$ cat src/rtl/csw_pkg.sv
// ============================================================================
// csw_pkg
// Shared types, constants and digit helpers of the clock/stopwatch block.
// ============================================================================
package csw_pkg;

    localparam int TICK_W      = 20;
    localparam int REDRAW_W    = 24;
    localparam int CFG_IDX_W   = 2;
    localparam int CFG_DATA_W  = 24;
    localparam int IN_DATA_W   = 8;
    localparam int OUT_DATA_W  = 48;
    localparam int BTN_W       = 4;
    localparam int DIFF_W      = 38;
    localparam int TICK_MS_W   = 11;
    localparam int SUB_MS_W    = 10;

    // register indexes
    localparam logic [CFG_IDX_W-1:0] CFG_TICK_PERIOD  = 2'd0;
    localparam logic [CFG_IDX_W-1:0] CFG_CLOCK_REDRAW = 2'd1;
    localparam logic [CFG_IDX_W-1:0] CFG_SW_REDRAW    = 2'd2;

    localparam logic [TICK_W-1:0]   TICK_PERIOD_RESET  = 20'd10240;
    localparam logic [REDRAW_W-1:0] CLOCK_REDRAW_RESET = 24'd1000000;
    localparam logic [REDRAW_W-1:0] SW_REDRAW_RESET    = 24'd100000;
    localparam logic [TICK_MS_W-1:0] TICK_MS_RESET     = 11'd10;
    localparam logic [SUB_MS_W-1:0]  TICK_US_RESET     = 10'd240;

    // item kinds
    localparam logic OP_TICK   = 1'b0;
    localparam logic OP_BUTTON = 1'b1;

    // button bits
    localparam int BTN_MODE = 0;
    localparam int BTN_RUN  = 1;
    localparam int BTN_NEXT = 2;
    localparam int BTN_INC  = 3;

    // cursor codes
    localparam logic [2:0] CUR_HOUR_TENS  = 3'd0;
    localparam logic [2:0] CUR_HOUR_UNITS = 3'd1;
    localparam logic [2:0] CUR_MIN_TENS   = 3'd2;
    localparam logic [2:0] CUR_MIN_UNITS  = 3'd3;
    localparam logic [2:0] CUR_SEC_TENS   = 3'd4;
    localparam logic [2:0] CUR_SEC_UNITS  = 3'd5;

    localparam logic [20:0] US_ONE_SEC = 21'd1000000;
    localparam logic [20:0] US_TWO_SEC = 21'd2000000;

    // floor(v / 1000) = (v * RECIP_1000) >> RECIP_SHIFT for any 20-bit v
    localparam int          RECIP_SHIFT = 30;
    localparam logic [20:0] RECIP_1000  = 21'd1073742;

    typedef struct packed {
        logic [TICK_W-1:0]    tick_period;
        logic [TICK_MS_W-1:0] tick_ms;
        logic [SUB_MS_W-1:0]  tick_us;
        logic [REDRAW_W-1:0]  clock_redraw;
        logic [REDRAW_W-1:0]  sw_redraw;
        logic                 busy;
    } csw_cfg_t;

    typedef struct packed {
        logic tick;
        logic toggle_run;
        logic clear;
    } csw_sw_ctrl_t;

    typedef struct packed {
        logic       running;
        logic [5:0] minutes;
        logic [5:0] seconds;
        logic [9:0] millis;
    } csw_sw_view_t;

    typedef struct packed {
        logic       mode;
        logic       clock_running;
        logic [4:0] hours;
        logic [5:0] minutes;
        logic [5:0] seconds;
        logic [2:0] cursor;
        logic       redraw;
    } csw_clk_view_t;

    // result word, last field in the lowest bits
    typedef struct packed {
        logic [1:0] pad;
        logic       redraw;
        logic [2:0] cursor;
        logic [9:0] sw_millis;
        logic [5:0] sw_seconds;
        logic [5:0] sw_minutes;
        logic [5:0] seconds;
        logic [5:0] minutes;
        logic [4:0] hours;
        logic       stopwatch_running;
        logic       clock_running;
        logic       mode;
    } csw_result_t;

    function automatic logic at_nine(input logic [5:0] v);
        return (v == 6'd9) || (v == 6'd19) || (v == 6'd29) ||
               (v == 6'd39) || (v == 6'd49) || (v == 6'd59);
    endfunction

    function automatic logic [5:0] bump_tens(input logic [5:0] v, input logic [5:0] range);
        logic [6:0] sum;
        logic [6:0] wrapped;
        sum     = {1'b0, v} + 7'd10;
        wrapped = sum - {1'b0, range};
        return (sum >= {1'b0, range}) ? wrapped[5:0] : sum[5:0];
    endfunction

    function automatic logic [5:0] bump_units(input logic [5:0] v, input logic [5:0] range);
        logic [6:0] sum;
        sum = {1'b0, v} + 7'd1;
        if (at_nine(v))
            return v - 6'd9;
        return (sum >= {1'b0, range}) ? 6'd0 : sum[5:0];
    endfunction

endpackage

$ cat src/rtl/csw_cfg.sv
// ============================================================================
// csw_cfg
// Configuration registers; splits the tick period into ms and sub-ms parts.
// ============================================================================
module csw_cfg (
    input  logic                             clk,
    input  logic                             rst_n,
    input  logic                             cfg_valid,
    output logic                             cfg_ready,
    input  logic [csw_pkg::CFG_IDX_W-1:0]    cfg_index,
    input  logic [csw_pkg::CFG_DATA_W-1:0]   cfg_data,
    output csw_pkg::csw_cfg_t                cfg
);

    logic [csw_pkg::TICK_W-1:0]    tick_period_reg;
    logic [csw_pkg::TICK_MS_W-1:0] tick_ms_reg;
    logic [csw_pkg::SUB_MS_W-1:0]  tick_us_reg;
    logic [csw_pkg::REDRAW_W-1:0]  clock_redraw_reg;
    logic [csw_pkg::REDRAW_W-1:0]  sw_redraw_reg;
    logic                          split_pend_reg;

    logic        wr;
    logic [40:0] recip_prod;
    logic [20:0] ms_scaled;
    logic [20:0] sub_ms;

    assign cfg_ready = 1'b1;
    assign wr        = cfg_valid & cfg_ready;

    assign recip_prod = cfg_data[csw_pkg::TICK_W-1:0] * csw_pkg::RECIP_1000;
    assign ms_scaled  = {10'd0, tick_ms_reg} * 21'd1000;
    assign sub_ms     = {1'b0, tick_period_reg} - ms_scaled;

    always_ff @(posedge clk or negedge rst_n)
    begin
        if (!rst_n)
        begin
            tick_period_reg  <= csw_pkg::TICK_PERIOD_RESET;
            tick_ms_reg      <= csw_pkg::TICK_MS_RESET;
            tick_us_reg      <= csw_pkg::TICK_US_RESET;
            clock_redraw_reg <= csw_pkg::CLOCK_REDRAW_RESET;
            sw_redraw_reg    <= csw_pkg::SW_REDRAW_RESET;
            split_pend_reg   <= 1'b0;
        end
        else
        begin
            // remainder settles in the cycle after the quotient
            tick_us_reg    <= sub_ms[csw_pkg::SUB_MS_W-1:0];
            split_pend_reg <= wr && (cfg_index == csw_pkg::CFG_TICK_PERIOD);
            if (wr)
            begin
                case (cfg_index)
                    csw_pkg::CFG_TICK_PERIOD:
                    begin
                        tick_period_reg <= cfg_data[csw_pkg::TICK_W-1:0];
                        tick_ms_reg     <= recip_prod[csw_pkg::RECIP_SHIFT +:
                                                      csw_pkg::TICK_MS_W];
                    end
                    csw_pkg::CFG_CLOCK_REDRAW: clock_redraw_reg <= cfg_data;
                    csw_pkg::CFG_SW_REDRAW:    sw_redraw_reg    <= cfg_data;
                    default: ;
                endcase
            end
        end
    end

    always_comb
    begin
        cfg.tick_period  = tick_period_reg;
        cfg.tick_ms      = tick_ms_reg;
        cfg.tick_us      = tick_us_reg;
        cfg.clock_redraw = clock_redraw_reg;
        cfg.sw_redraw    = sw_redraw_reg;
        cfg.busy         = split_pend_reg;
    end

endmodule

$ cat src/rtl/csw_stopwatch.sv
// ============================================================================
// csw_stopwatch
// Stopwatch counter in minutes, seconds, milliseconds and microseconds.
// ============================================================================
module csw_stopwatch (
    input  logic                              clk,
    input  logic                              rst_n,
    input  csw_pkg::csw_sw_ctrl_t             ctrl,
    input  logic [csw_pkg::TICK_MS_W-1:0]     tick_ms,
    input  logic [csw_pkg::SUB_MS_W-1:0]      tick_us,
    output csw_pkg::csw_sw_view_t             view
);

    logic       sw_run_reg,  sw_run_next;
    logic [5:0] sw_min_reg,  sw_min_next;
    logic [5:0] sw_sec_reg,  sw_sec_next;
    logic [9:0] sw_ms_reg,   sw_ms_next;
    logic [9:0] sw_us_reg,   sw_us_next;

    logic [10:0] us_sum;
    logic [10:0] us_wrap;
    logic        us_carry;
    logic [11:0] ms_sum;
    logic [11:0] ms_one;
    logic [11:0] ms_two;
    logic [1:0]  sec_step;
    logic [9:0]  ms_adv;
    logic [6:0]  sec_sum;
    logic [6:0]  sec_wrap;
    logic        min_carry;
    logic [6:0]  min_sum;

    always_comb
    begin
        us_sum   = {1'b0, sw_us_reg} + {1'b0, tick_us};
        us_wrap  = us_sum - 11'd1000;
        us_carry = (us_sum >= 11'd1000);

        ms_sum = {2'b0, sw_ms_reg} + {1'b0, tick_ms} + {11'd0, us_carry};
        ms_one = ms_sum - 12'd1000;
        ms_two = ms_sum - 12'd2000;
        if (ms_sum >= 12'd2000)
        begin
            sec_step = 2'd2;
            ms_adv   = ms_two[9:0];
        end
        else if (ms_sum >= 12'd1000)
        begin
            sec_step = 2'd1;
            ms_adv   = ms_one[9:0];
        end
        else
        begin
            sec_step = 2'd0;
            ms_adv   = ms_sum[9:0];
        end

        sec_sum   = {1'b0, sw_sec_reg} + {5'd0, sec_step};
        sec_wrap  = sec_sum - 7'd60;
        min_carry = (sec_sum >= 7'd60);
        min_sum   = {1'b0, sw_min_reg} + {6'd0, min_carry};

        sw_run_next = sw_run_reg;
        sw_min_next = sw_min_reg;
        sw_sec_next = sw_sec_reg;
        sw_ms_next  = sw_ms_reg;
        sw_us_next  = sw_us_reg;

        if (ctrl.tick && sw_run_reg)
        begin
            sw_us_next  = us_carry ? us_wrap[9:0] : us_sum[9:0];
            sw_ms_next  = ms_adv;
            sw_sec_next = min_carry ? sec_wrap[5:0] : sec_sum[5:0];
            // wrap at one hour
            sw_min_next = (min_sum >= 7'd60) ? 6'd0 : min_sum[5:0];
        end
        if (ctrl.toggle_run)
            sw_run_next = ~sw_run_reg;
        if (ctrl.clear)
        begin
            sw_min_next = '0;
            sw_sec_next = '0;
            sw_ms_next  = '0;
            sw_us_next  = '0;
        end
    end

    always_ff @(posedge clk or negedge rst_n)
    begin
        if (!rst_n)
        begin
            sw_run_reg <= 1'b0;
            sw_min_reg <= '0;
            sw_sec_reg <= '0;
            sw_ms_reg  <= '0;
            sw_us_reg  <= '0;
        end
        else
        begin
            sw_run_reg <= sw_run_next;
            sw_min_reg <= sw_min_next;
            sw_sec_reg <= sw_sec_next;
            sw_ms_reg  <= sw_ms_next;
            sw_us_reg  <= sw_us_next;
        end
    end

    always_comb
    begin
        view.running = sw_run_next;
        view.minutes = sw_min_next;
        view.seconds = sw_sec_next;
        view.millis  = sw_ms_next;
    end

endmodule

$ cat src/rtl/csw_clock.sv
// ============================================================================
// csw_clock
// Time of day, run/mode flags, digit editor and redraw scheduling.
// ============================================================================
module csw_clock (
    input  logic                          clk,
    input  logic                          rst_n,
    input  logic                          fire,
    input  logic                          op,
    input  logic [csw_pkg::BTN_W-1:0]     buttons,
    input  csw_pkg::csw_cfg_t             cfg,
    output csw_pkg::csw_sw_ctrl_t         sw_ctrl,
    output csw_pkg::csw_clk_view_t        view
);

    logic        mode_reg,  mode_next;
    logic        run_reg,   run_next;
    logic [2:0]  cursor_reg, cursor_next;
    logic [4:0]  edit_hr_reg,  edit_hr_next;
    logic [5:0]  edit_min_reg, edit_min_next;
    logic [5:0]  edit_sec_reg, edit_sec_next;
    logic [4:0]  hr_reg,  hr_next;
    logic [5:0]  min_reg, min_next;
    logic [5:0]  sec_reg, sec_next;
    logic [19:0] us_reg,  us_next;
    // redraw mark minus clock time, in microseconds
    logic signed [csw_pkg::DIFF_W-1:0] diff_reg, diff_next;

    logic        is_tick, is_btn;
    logic [20:0] us_sum, us_one, us_two;
    logic [1:0]  sec_step;
    logic [19:0] us_adv;
    logic [6:0]  sec_sum, sec_wrap;
    logic        min_carry;
    logic [6:0]  min_sum;
    logic        hr_carry;
    logic [5:0]  hr_sum;
    logic        day_wrap;
    logic [4:0]  hr_adv;
    logic [5:0]  min_adv, sec_adv;

    logic [csw_pkg::TICK_W-1:0]        adv_amt;
    logic [csw_pkg::REDRAW_W-1:0]      interval;
    logic signed [24:0]                span;
    logic signed [csw_pkg::DIFF_W-1:0] d_dec, d_inc;
    logic                              tick_redraw;

    logic        run_new, load, cur_step, inc;
    logic [2:0]  cur1;
    logic [4:0]  eh0;
    logic [5:0]  em0, es0;
    logic [5:0]  h_tens, h_units, m_tens, m_units, s_tens, s_units;
    logic [4:0]  eh1;
    logic [5:0]  em1, es1;
    logic        redraw;

    always_comb
    begin
        is_tick = fire && (op == csw_pkg::OP_TICK);
        is_btn  = fire && (op == csw_pkg::OP_BUTTON) && (buttons != '0);

        // advance the time of day, at most two seconds of carry
        us_sum = {1'b0, us_reg} + {1'b0, cfg.tick_period};
        us_one = us_sum - csw_pkg::US_ONE_SEC;
        us_two = us_sum - csw_pkg::US_TWO_SEC;
        if (us_sum >= csw_pkg::US_TWO_SEC)
        begin
            sec_step = 2'd2;
            us_adv   = us_two[19:0];
        end
        else if (us_sum >= csw_pkg::US_ONE_SEC)
        begin
            sec_step = 2'd1;
            us_adv   = us_one[19:0];
        end
        else
        begin
            sec_step = 2'd0;
            us_adv   = us_sum[19:0];
        end
        sec_sum   = {1'b0, sec_reg} + {5'd0, sec_step};
        sec_wrap  = sec_sum - 7'd60;
        min_carry = (sec_sum >= 7'd60);
        sec_adv   = min_carry ? sec_wrap[5:0] : sec_sum[5:0];
        min_sum   = {1'b0, min_reg} + {6'd0, min_carry};
        hr_carry  = (min_sum >= 7'd60);
        min_adv   = hr_carry ? 6'd0 : min_sum[5:0];
        hr_sum    = {1'b0, hr_reg} + {5'd0, hr_carry};
        day_wrap  = (hr_sum >= 6'd24);
        hr_adv    = day_wrap ? 5'd0 : hr_sum[4:0];

        // redraw: both outcomes in parallel, pick by sign
        adv_amt  = run_reg ? cfg.tick_period : '0;
        interval = mode_reg ? cfg.sw_redraw : cfg.clock_redraw;
        span     = $signed({1'b0, interval}) - $signed({5'd0, adv_amt});
        if (run_reg && day_wrap)
        begin
            d_dec = '0;
            d_inc = $signed({14'd0, interval});
        end
        else
        begin
            d_dec = diff_reg - $signed({18'd0, adv_amt});
            d_inc = diff_reg + {{13{span[24]}}, span};
        end
        tick_redraw = d_dec[csw_pkg::DIFF_W-1] || (d_dec == '0);

        // clock-mode button chain
        run_new  = buttons[csw_pkg::BTN_RUN] ? ~run_reg : run_reg;
        load     = buttons[csw_pkg::BTN_RUN] && run_reg;
        cur_step = buttons[csw_pkg::BTN_NEXT] && !run_new;
        inc      = buttons[csw_pkg::BTN_INC] && !run_new;
        eh0      = load ? hr_reg  : edit_hr_reg;
        em0      = load ? min_reg : edit_min_reg;
        es0      = load ? sec_reg : edit_sec_reg;
        if (cur_step)
            cur1 = (cursor_reg >= csw_pkg::CUR_SEC_UNITS) ? csw_pkg::CUR_HOUR_TENS
                                                          : cursor_reg + 3'd1;
        else
            cur1 = cursor_reg;

        h_tens  = csw_pkg::bump_tens({1'b0, eh0}, 6'd24);
        h_units = csw_pkg::bump_units({1'b0, eh0}, 6'd24);
        m_tens  = csw_pkg::bump_tens(em0, 6'd60);
        m_units = csw_pkg::bump_units(em0, 6'd60);
        s_tens  = csw_pkg::bump_tens(es0, 6'd60);
        s_units = csw_pkg::bump_units(es0, 6'd60);
        eh1 = eh0;
        em1 = em0;
        es1 = es0;
        case (cur1)
            csw_pkg::CUR_HOUR_TENS:  eh1 = h_tens[4:0];
            csw_pkg::CUR_HOUR_UNITS: eh1 = h_units[4:0];
            csw_pkg::CUR_MIN_TENS:   em1 = m_tens;
            csw_pkg::CUR_MIN_UNITS:  em1 = m_units;
            csw_pkg::CUR_SEC_TENS:   es1 = s_tens;
            default:                 es1 = s_units;
        endcase

        // hold by default
        mode_next     = mode_reg;
        run_next      = run_reg;
        cursor_next   = cursor_reg;
        edit_hr_next  = edit_hr_reg;
        edit_min_next = edit_min_reg;
        edit_sec_next = edit_sec_reg;
        hr_next       = hr_reg;
        min_next      = min_reg;
        sec_next      = sec_reg;
        us_next       = us_reg;
        diff_next     = diff_reg;
        redraw        = 1'b0;
        sw_ctrl       = '0;

        if (is_tick)
        begin
            if (run_reg)
            begin
                hr_next  = hr_adv;
                min_next = min_adv;
                sec_next = sec_adv;
                us_next  = us_adv;
            end
            diff_next    = tick_redraw ? d_inc : d_dec;
            redraw       = tick_redraw;
            sw_ctrl.tick = mode_reg;
        end
        else if (is_btn)
        begin
            redraw = 1'b1;
            if (!mode_reg)
            begin
                if (buttons[csw_pkg::BTN_MODE] && run_reg)
                    mode_next = 1'b1;
                run_next      = run_new;
                cursor_next   = cur1;
                edit_hr_next  = inc ? eh1 : eh0;
                edit_min_next = inc ? em1 : em0;
                edit_sec_next = inc ? es1 : es0;
                if (inc)
                begin
                    // time becomes the edited whole seconds, mark follows
                    hr_next   = eh1;
                    min_next  = em1;
                    sec_next  = es1;
                    us_next   = '0;
                    diff_next = '0;
                end
            end
            else
            begin
                if (buttons[csw_pkg::BTN_MODE])
                    mode_next = 1'b0;
                sw_ctrl.toggle_run = buttons[csw_pkg::BTN_RUN];
                sw_ctrl.clear      = buttons[csw_pkg::BTN_NEXT];
            end
        end
    end

    always_ff @(posedge clk or negedge rst_n)
    begin
        if (!rst_n)
        begin
            mode_reg     <= 1'b0;
            run_reg      <= 1'b0;
            cursor_reg   <= csw_pkg::CUR_HOUR_TENS;
            edit_hr_reg  <= '0;
            edit_min_reg <= '0;
            edit_sec_reg <= '0;
            hr_reg       <= '0;
            min_reg      <= '0;
            sec_reg      <= '0;
            us_reg       <= '0;
            diff_reg     <= '0;
        end
        else
        begin
            mode_reg     <= mode_next;
            run_reg      <= run_next;
            cursor_reg   <= cursor_next;
            edit_hr_reg  <= edit_hr_next;
            edit_min_reg <= edit_min_next;
            edit_sec_reg <= edit_sec_next;
            hr_reg       <= hr_next;
            min_reg      <= min_next;
            sec_reg      <= sec_next;
            us_reg       <= us_next;
            diff_reg     <= diff_next;
        end
    end

    always_comb
    begin
        view.mode          = mode_next;
        view.clock_running = run_next;
        view.hours         = run_next ? hr_next  : edit_hr_next;
        view.minutes       = run_next ? min_next : edit_min_next;
        view.seconds       = run_next ? sec_next : edit_sec_next;
        view.cursor        = cursor_next;
        view.redraw        = redraw;
    end

endmodule

$ cat src/rtl/clock_stopwatch_controller.sv
// ============================================================================
// clock_stopwatch_controller
// 24-hour clock with stopwatch, driven by tick and button items.
// ============================================================================
// Each input word is a tick (s_tuser = 0) or a button event (s_tuser = 1,
// mask in s_tdata[3:0]); every word yields exactly one result word. The block
// takes one word per cycle while m_tready and the tick split let it: a word
// waits in the input register, its whole effect is computed in a single pass
// and lands in the result register, from which it is offered on m_tvalid.
// While a finished result waits on m_tready, the input register still takes
// one more word and then holds s_tready low. Time of day is kept as
// hours/minutes/seconds plus microseconds and the stopwatch as
// minutes/seconds/milliseconds plus microseconds, so display fields need no
// division. The redraw mark is held as its distance from the clock time.
// Writing tick_period_us holds the pipeline while the period is split into
// milliseconds and a sub-millisecond remainder. Configuration must be
// written only while no word is in flight; the block itself does not
// enforce this.
// ============================================================================
module clock_stopwatch_controller (
    input  logic                                clk,
    input  logic                                rst_n,
    // input stream
    input  logic                                s_tvalid,
    output logic                                s_tready,
    input  logic [csw_pkg::IN_DATA_W-1:0]       s_tdata,   // [3:0] buttons_down, rest zero
    input  logic                                s_tuser,   // [0] op
    // result stream
    output logic                                m_tvalid,
    input  logic                                m_tready,
    // [0] mode, [1] clock_running, [2] stopwatch_running, [7:3] hours,
    // [13:8] minutes, [19:14] seconds, [25:20] sw_minutes, [31:26] sw_seconds,
    // [41:32] sw_millis, [44:42] cursor, [45] redraw, rest zero
    output logic [csw_pkg::OUT_DATA_W-1:0]      m_tdata,
    // configuration writes
    input  logic                                cfg_valid,
    output logic                                cfg_ready,
    input  logic [csw_pkg::CFG_IDX_W-1:0]       cfg_index,
    input  logic [csw_pkg::CFG_DATA_W-1:0]      cfg_data
);

    csw_pkg::csw_cfg_t      cfg;
    csw_pkg::csw_sw_ctrl_t  sw_ctrl;
    csw_pkg::csw_sw_view_t  sw_view;
    csw_pkg::csw_clk_view_t clk_view;

    // input register
    logic                        in_valid_reg;
    logic                        in_op_reg;
    logic [csw_pkg::BTN_W-1:0]   in_btn_reg;

    // result register
    logic                        out_valid_reg;
    csw_pkg::csw_result_t        result_reg;
    csw_pkg::csw_result_t        result_next;

    logic fire;
    logic s_accept;

    // advance a word when the result slot frees and the tick split is settled
    assign fire     = in_valid_reg && (!out_valid_reg || m_tready) && !cfg.busy;
    assign s_tready = !in_valid_reg || fire;
    assign s_accept = s_tvalid && s_tready;

    assign m_tvalid = out_valid_reg;
    assign m_tdata  = result_reg;

    csw_cfg u_cfg (
        .clk       (clk),
        .rst_n     (rst_n),
        .cfg_valid (cfg_valid),
        .cfg_ready (cfg_ready),
        .cfg_index (cfg_index),
        .cfg_data  (cfg_data),
        .cfg       (cfg)
    );

    csw_clock u_clock (
        .clk     (clk),
        .rst_n   (rst_n),
        .fire    (fire),
        .op      (in_op_reg),
        .buttons (in_btn_reg),
        .cfg     (cfg),
        .sw_ctrl (sw_ctrl),
        .view    (clk_view)
    );

    csw_stopwatch u_stopwatch (
        .clk     (clk),
        .rst_n   (rst_n),
        .ctrl    (sw_ctrl),
        .tick_ms (cfg.tick_ms),
        .tick_us (cfg.tick_us),
        .view    (sw_view)
    );

    always_comb
    begin
        result_next.pad               = '0;
        result_next.redraw            = clk_view.redraw;
        result_next.cursor            = clk_view.cursor;
        result_next.sw_millis         = sw_view.millis;
        result_next.sw_seconds        = sw_view.seconds;
        result_next.sw_minutes        = sw_view.minutes;
        result_next.seconds           = clk_view.seconds;
        result_next.minutes           = clk_view.minutes;
        result_next.hours             = clk_view.hours;
        result_next.stopwatch_running = sw_view.running;
        result_next.clock_running     = clk_view.clock_running;
        result_next.mode              = clk_view.mode;
    end

    // control flags
    always_ff @(posedge clk or negedge rst_n)
    begin
        if (!rst_n)
        begin
            in_valid_reg  <= 1'b0;
            out_valid_reg <= 1'b0;
        end
        else
        begin
            if (s_accept)
                in_valid_reg <= 1'b1;
            else if (fire)
                in_valid_reg <= 1'b0;

            if (fire)
                out_valid_reg <= 1'b1;
            else if (m_tready)
                out_valid_reg <= 1'b0;
        end
    end

    // payload
    always_ff @(posedge clk)
    begin
        if (s_accept)
        begin
            in_op_reg  <= s_tuser;
            in_btn_reg <= s_tdata[csw_pkg::BTN_W-1:0];
        end
        if (fire)
            result_reg <= result_next;
    end

    // a nonempty button event always asks for a redraw
    a_button_redraw: assert property (@(posedge clk) disable iff (!rst_n)
        fire && (in_op_reg == csw_pkg::OP_BUTTON) && (in_btn_reg != '0)
        |=> m_tvalid && result_reg.redraw)
        else $error("button event without redraw");

    // a held input word is not lost or overwritten
    a_input_hold: assert property (@(posedge clk) disable iff (!rst_n)
        in_valid_reg && !fire |=> in_valid_reg && $stable(in_btn_reg) && $stable(in_op_reg))
        else $error("input register overwritten");

    // displayed fields stay in their ranges
    a_ranges: assert property (@(posedge clk) disable iff (!rst_n)
        m_tvalid |-> (result_reg.hours < 5'd24) && (result_reg.minutes < 6'd60) &&
                     (result_reg.seconds < 6'd60) && (result_reg.sw_minutes < 6'd60) &&
                     (result_reg.sw_seconds < 6'd60) && (result_reg.sw_millis < 10'd1000) &&
                     (result_reg.cursor <= csw_pkg::CUR_SEC_UNITS))
        else $error("display field out of range");

    // no word moves while the tick split settles
    a_split_stall: assert property (@(posedge clk) disable iff (!rst_n)
        cfg_valid && cfg_ready && (cfg_index == csw_pkg::CFG_TICK_PERIOD) |=> !fire)
        else $error("word advanced during tick period split");

endmodule

$ cat config.mk
export PLATFORM = sky130hd
export DESIGN_NAME = clock_stopwatch_controller
export DESIGN_NICKNAME = d
export VERILOG_FILES = /design/src/rtl/csw_pkg.sv /design/src/rtl/csw_cfg.sv /design/src/rtl/csw_stopwatch.sv /design/src/rtl/csw_clock.sv /design/src/rtl/clock_stopwatch_controller.sv
export SDC_FILE = /design/constraint.sdc
export NUM_CORES = 1
export LEC_CHECK = 0
export ABC_AREA = 1
export BUFFER_PORTS_ARGS = -buffer_cell sky130_fd_sc_hd__buf_2
export CORE_UTILIZATION = 55
export CTS_CLUSTER_DIAMETER = 120
export DETAILED_ROUTE_END_ITERATION = 7
export GPL_TIMING_DRIVEN = 0
export PLACE_DENSITY = 0.75
export SYNTH_ARGS = -nofsm -noshare
export SYNTH_HDL_FRONTEND = slang
export SYNTH_SLANG_ARGS = --single-unit
export TNS_END_PERCENT = 30
$ cat constraint.sdc
create_clock -name clk -period 9.4 [get_ports clk]
set_input_delay 1.88 -clock clk [delete_from_list [all_inputs] [get_ports clk]]
set_output_delay 1.88 -clock clk [all_outputs]
set_load 0.01 [all_outputs]
==> results.py <==
metrics = {
    "timing": {
        "hold_viol": 0,
        "transition_time_at_the_pin_with_the_least_slew_margin_ps": 903,
        "slew_headroom_pct": 39.2,
        "fmax_mhz": 114,
        "finalWorstSetupSlack_ps": 607,
        "drv_slew": 0,
        "skew_ps": 25.7,
        "final_period_minus_worst_setup_slack_ps": 8790,
        "finalSetupViolations": 0,
        "totalNegativeSetupSlack_ps": 0,
        "final.period_utilization_pct": 93.5,
    },
    "finish": {
        "finalCoreUtilization_pct": 60.1,
        "nNetsFinal": 4878,
        "antenna_cells": 0,
        "flow.area_growth_from_synthesis_pct": 8.12,
        "fillCellCount": 5181,
        "largest_register_ff_count": 46,
        "layout-drive-gt1-share_pct": 6.93,
    },
    "setup_path": {
        "worst-r2r-setup-slack_ps": 610,
        "critical_path_start_end_classification": "flop to flop",
        "worst_path_largest_cell_delay_ps": 490,
        "critPathSlowestCell": "sky130_fd_sc_hd__dfrtp_1",
        "crit_path_max_fanout": 10,
        "critPathBufInv": 10,
        "worst_setup_path_start_kind": "flop",
        "critical_path_arrival_ps": 9240,
        "path_delay_family": "simple AND/OR/NAND/NOR gates",
        "critPathMostFrequentCell": "sky130_fd_sc_hd__nand2_1",
        "worst_setup_path_end_kind": "flop",
        "worst-endpoint-required_ps": 9850,
    },
    "yosys": {
        "most_common_cell_in_the_synthesized_netlist": "sky130_fd_sc_hd__nand2_1",
        "netlist_area_um2": 29900,
        "synthArstFlopShare_pct": 81.3,
        "yosys_register_bits": 273,
        "synth.top_cells.by_area": "sky130_fd_sc_hd__dfrtp_1 (17%), sky130_fd_sc_hd__nand2_1 (16%), sky130_fd_sc_hd__ha_1 (15%)",
        "synth_area_per_cell_um2": 7.01,
        "synth-edff-count": 51,
        "synth_common_cells": "sky130_fd_sc_hd__nand2_1 (1261), sky130_fd_sc_hd__inv_1 (644), sky130_fd_sc_hd__ha_1 (351)",
        "synth_top_cell_by_area": "sky130_fd_sc_hd__dfrtp_1",
        "seq_area_frac_synth_pct": 23.8,
        "synth.distinct_cells": 67,
        "postSynth.topFlopCell": "sky130_fd_sc_hd__dfrtp_1",
        "synth_top_area_share_pct": 16.8,
        "syn_inst_count": 4268,
        "ys.warnings.count": 0,
    },
    "cts": {
        "tritoncts.num_buffers": 31,
        "clock_insertion_delay_worst_skew_ps": 590,
        "htree_num_levels": 1,
        "cts_hold_repair.buffers": 0,
        "number_of_clock_sinks": 273,
        "cts.root.buffer_cell": "sky130_fd_sc_hd__clkbuf_16",
        "tritoncts_clock_tree": "yes",
        "path_clk_slew_ps": 70,
        "clockBufferDepth": 3,
        "post_cts_buffers": 0,
        "cts_repair_resize_count": 0,
    },
    "drt": {
        "drt_iter0_markers": 2535,
        "drt_wl_total_mm": 88.9,
        "detail_route.first_pass.iterations": 6,
        "via_per_inst": 5.61,
        "drc": 0,
        "route.antenna.remaining_nets": 0,
        "routed-via-count": 28676,
        "routedWlPerCell_um": 17.4,
    },
    "floorplan": {
        "placementRows": 85,
        "die_area_um2": 55300,
        "floorplan.io_pins": 91,
        "initial_utilization_pct": 55.6,
        "die_height_um": 235,
        "die_w_um": 235,
        "fp.coreArea_um2": 53800,
    },
    "global_routing": {
        "grt_start_max_net_pins": 119,
        "number_of_antenna_violations_at_the_first_check_in_global_routing": 1,
        "overflow": 0,
        "grt_pass1_wl_mm": 142,
        "grtUsageTotal_pct": 32.0,
        "grt_pass1_vias": 27471,
    },
    "placement": {
        "gp_congestion": 1.01,
        "dp_hpwl_mm": 72.3,
        "io_buffer_count": 83,
        "post-place-ws_ps": 578,
    },
    "hold_path": {
        "timing.hold.worst.class": "flop to flop",
    },
    "flow_run": {
        "drv.max_cap_violation_count": 0,
    },
    "run_status": {
        "outcome": "finished clean",
    },
}
layout by cell type (no fill, tap or decap), drive strengths merged, types with 45 or more instances in the layout:
| cell | n |
|---|---|
| nand4 | 53 |
| xor2 | 109 |
| nand3 | 311 |
| o21ai | 270 |
| ha | 351 |
| fa | 98 |
| dfrtp | 201 |
| buf | 125 |
| edfxtp | 51 |
| nand2 | 1285 |
| clkbuf | 83 |
| nor2 | 286 |
| inv | 669 |
| a21oi | 179 |
| xnor2 | 45 |
stage by stage:
step                std cells  hold WS (ps)  area (µm²)
floorplan                4269           400       29900
global placement         5048           464       31200
detailed placement       5052           473       31300
CTS                      5109           487       32300
global route             5109           497       32300
finish                   5109           483       32300
final timing paths:
path                                          start  cells past startpoint                          to
setup / recovery           u_cfg.tick_period_reg[0]                     52                 m_tdata[45]
setup reg to reg           u_cfg.tick_period_reg[0]                     52                 m_tdata[45]
max in group asynchronous                     rst_n                      3  u_cfg.clock_redraw_reg[22]
hold / removal              u_cfg.sw_redraw_reg[22]                      2     u_cfg.sw_redraw_reg[22]
min in group asynchronous                     rst_n                      2        u_clock.diff_reg[30]
hold reg to reg             u_cfg.sw_redraw_reg[22]                      2     u_cfg.sw_redraw_reg[22]
worst min-delay path, cell delays in order, from the launching register on:
cell and delay, ps:
sky130_fd_sc_hd__dfrtp_1 340, sky130_fd_sc_hd__nand2_1 50, sky130_fd_sc_hd__o21ai_0 60
final cells by class:
type | instances | area (µm²) | area share, %
Buffer | 83 | 449 | 1.39
Clock buffer | 38 | 832 | 2.57
Clock inverter | 19 | 181 | 0.561
Inverter | 668 | 2510 | 7.75
Multi-Input combinational cell | 3245 | 19900 | 61.4
Sequential cell | 273 | 7110 | 22.0
Tap cell | 696 | 871 | 2.69
Timing Repair Buffer | 87 | 523 | 1.62
cell families after synthesis:
logic type / share of synthesized area, %
multiplexers: 0.100
adder cells (fa/ha/maj): 21.2
XOR/XNOR: 4.56
AND/OR/NAND/NOR: 28.5
flip-flops: 23.8
buffers and inverters: 9.88
AO/OA/AOI/OAI: 11.9
other: 0.0251
metal layers:
| layer | track usage, % | wire (µm) | vias up |
|---|---|---|---|
| met5 | 0 | 11 | - |
| met4 | 12.5 | 3730 | 2 |
| met3 | 3.41 | 6230 | 185 |
| met2 | 53.3 | 41100 | 999 |
| met1 | 42.8 | 37800 | 13399 |
| li1 | - | - | 14091 |
Power is left out: the tool's default activity adds up to more than one toggle a clock period on the data nets, which glitch-free logic cannot reach.
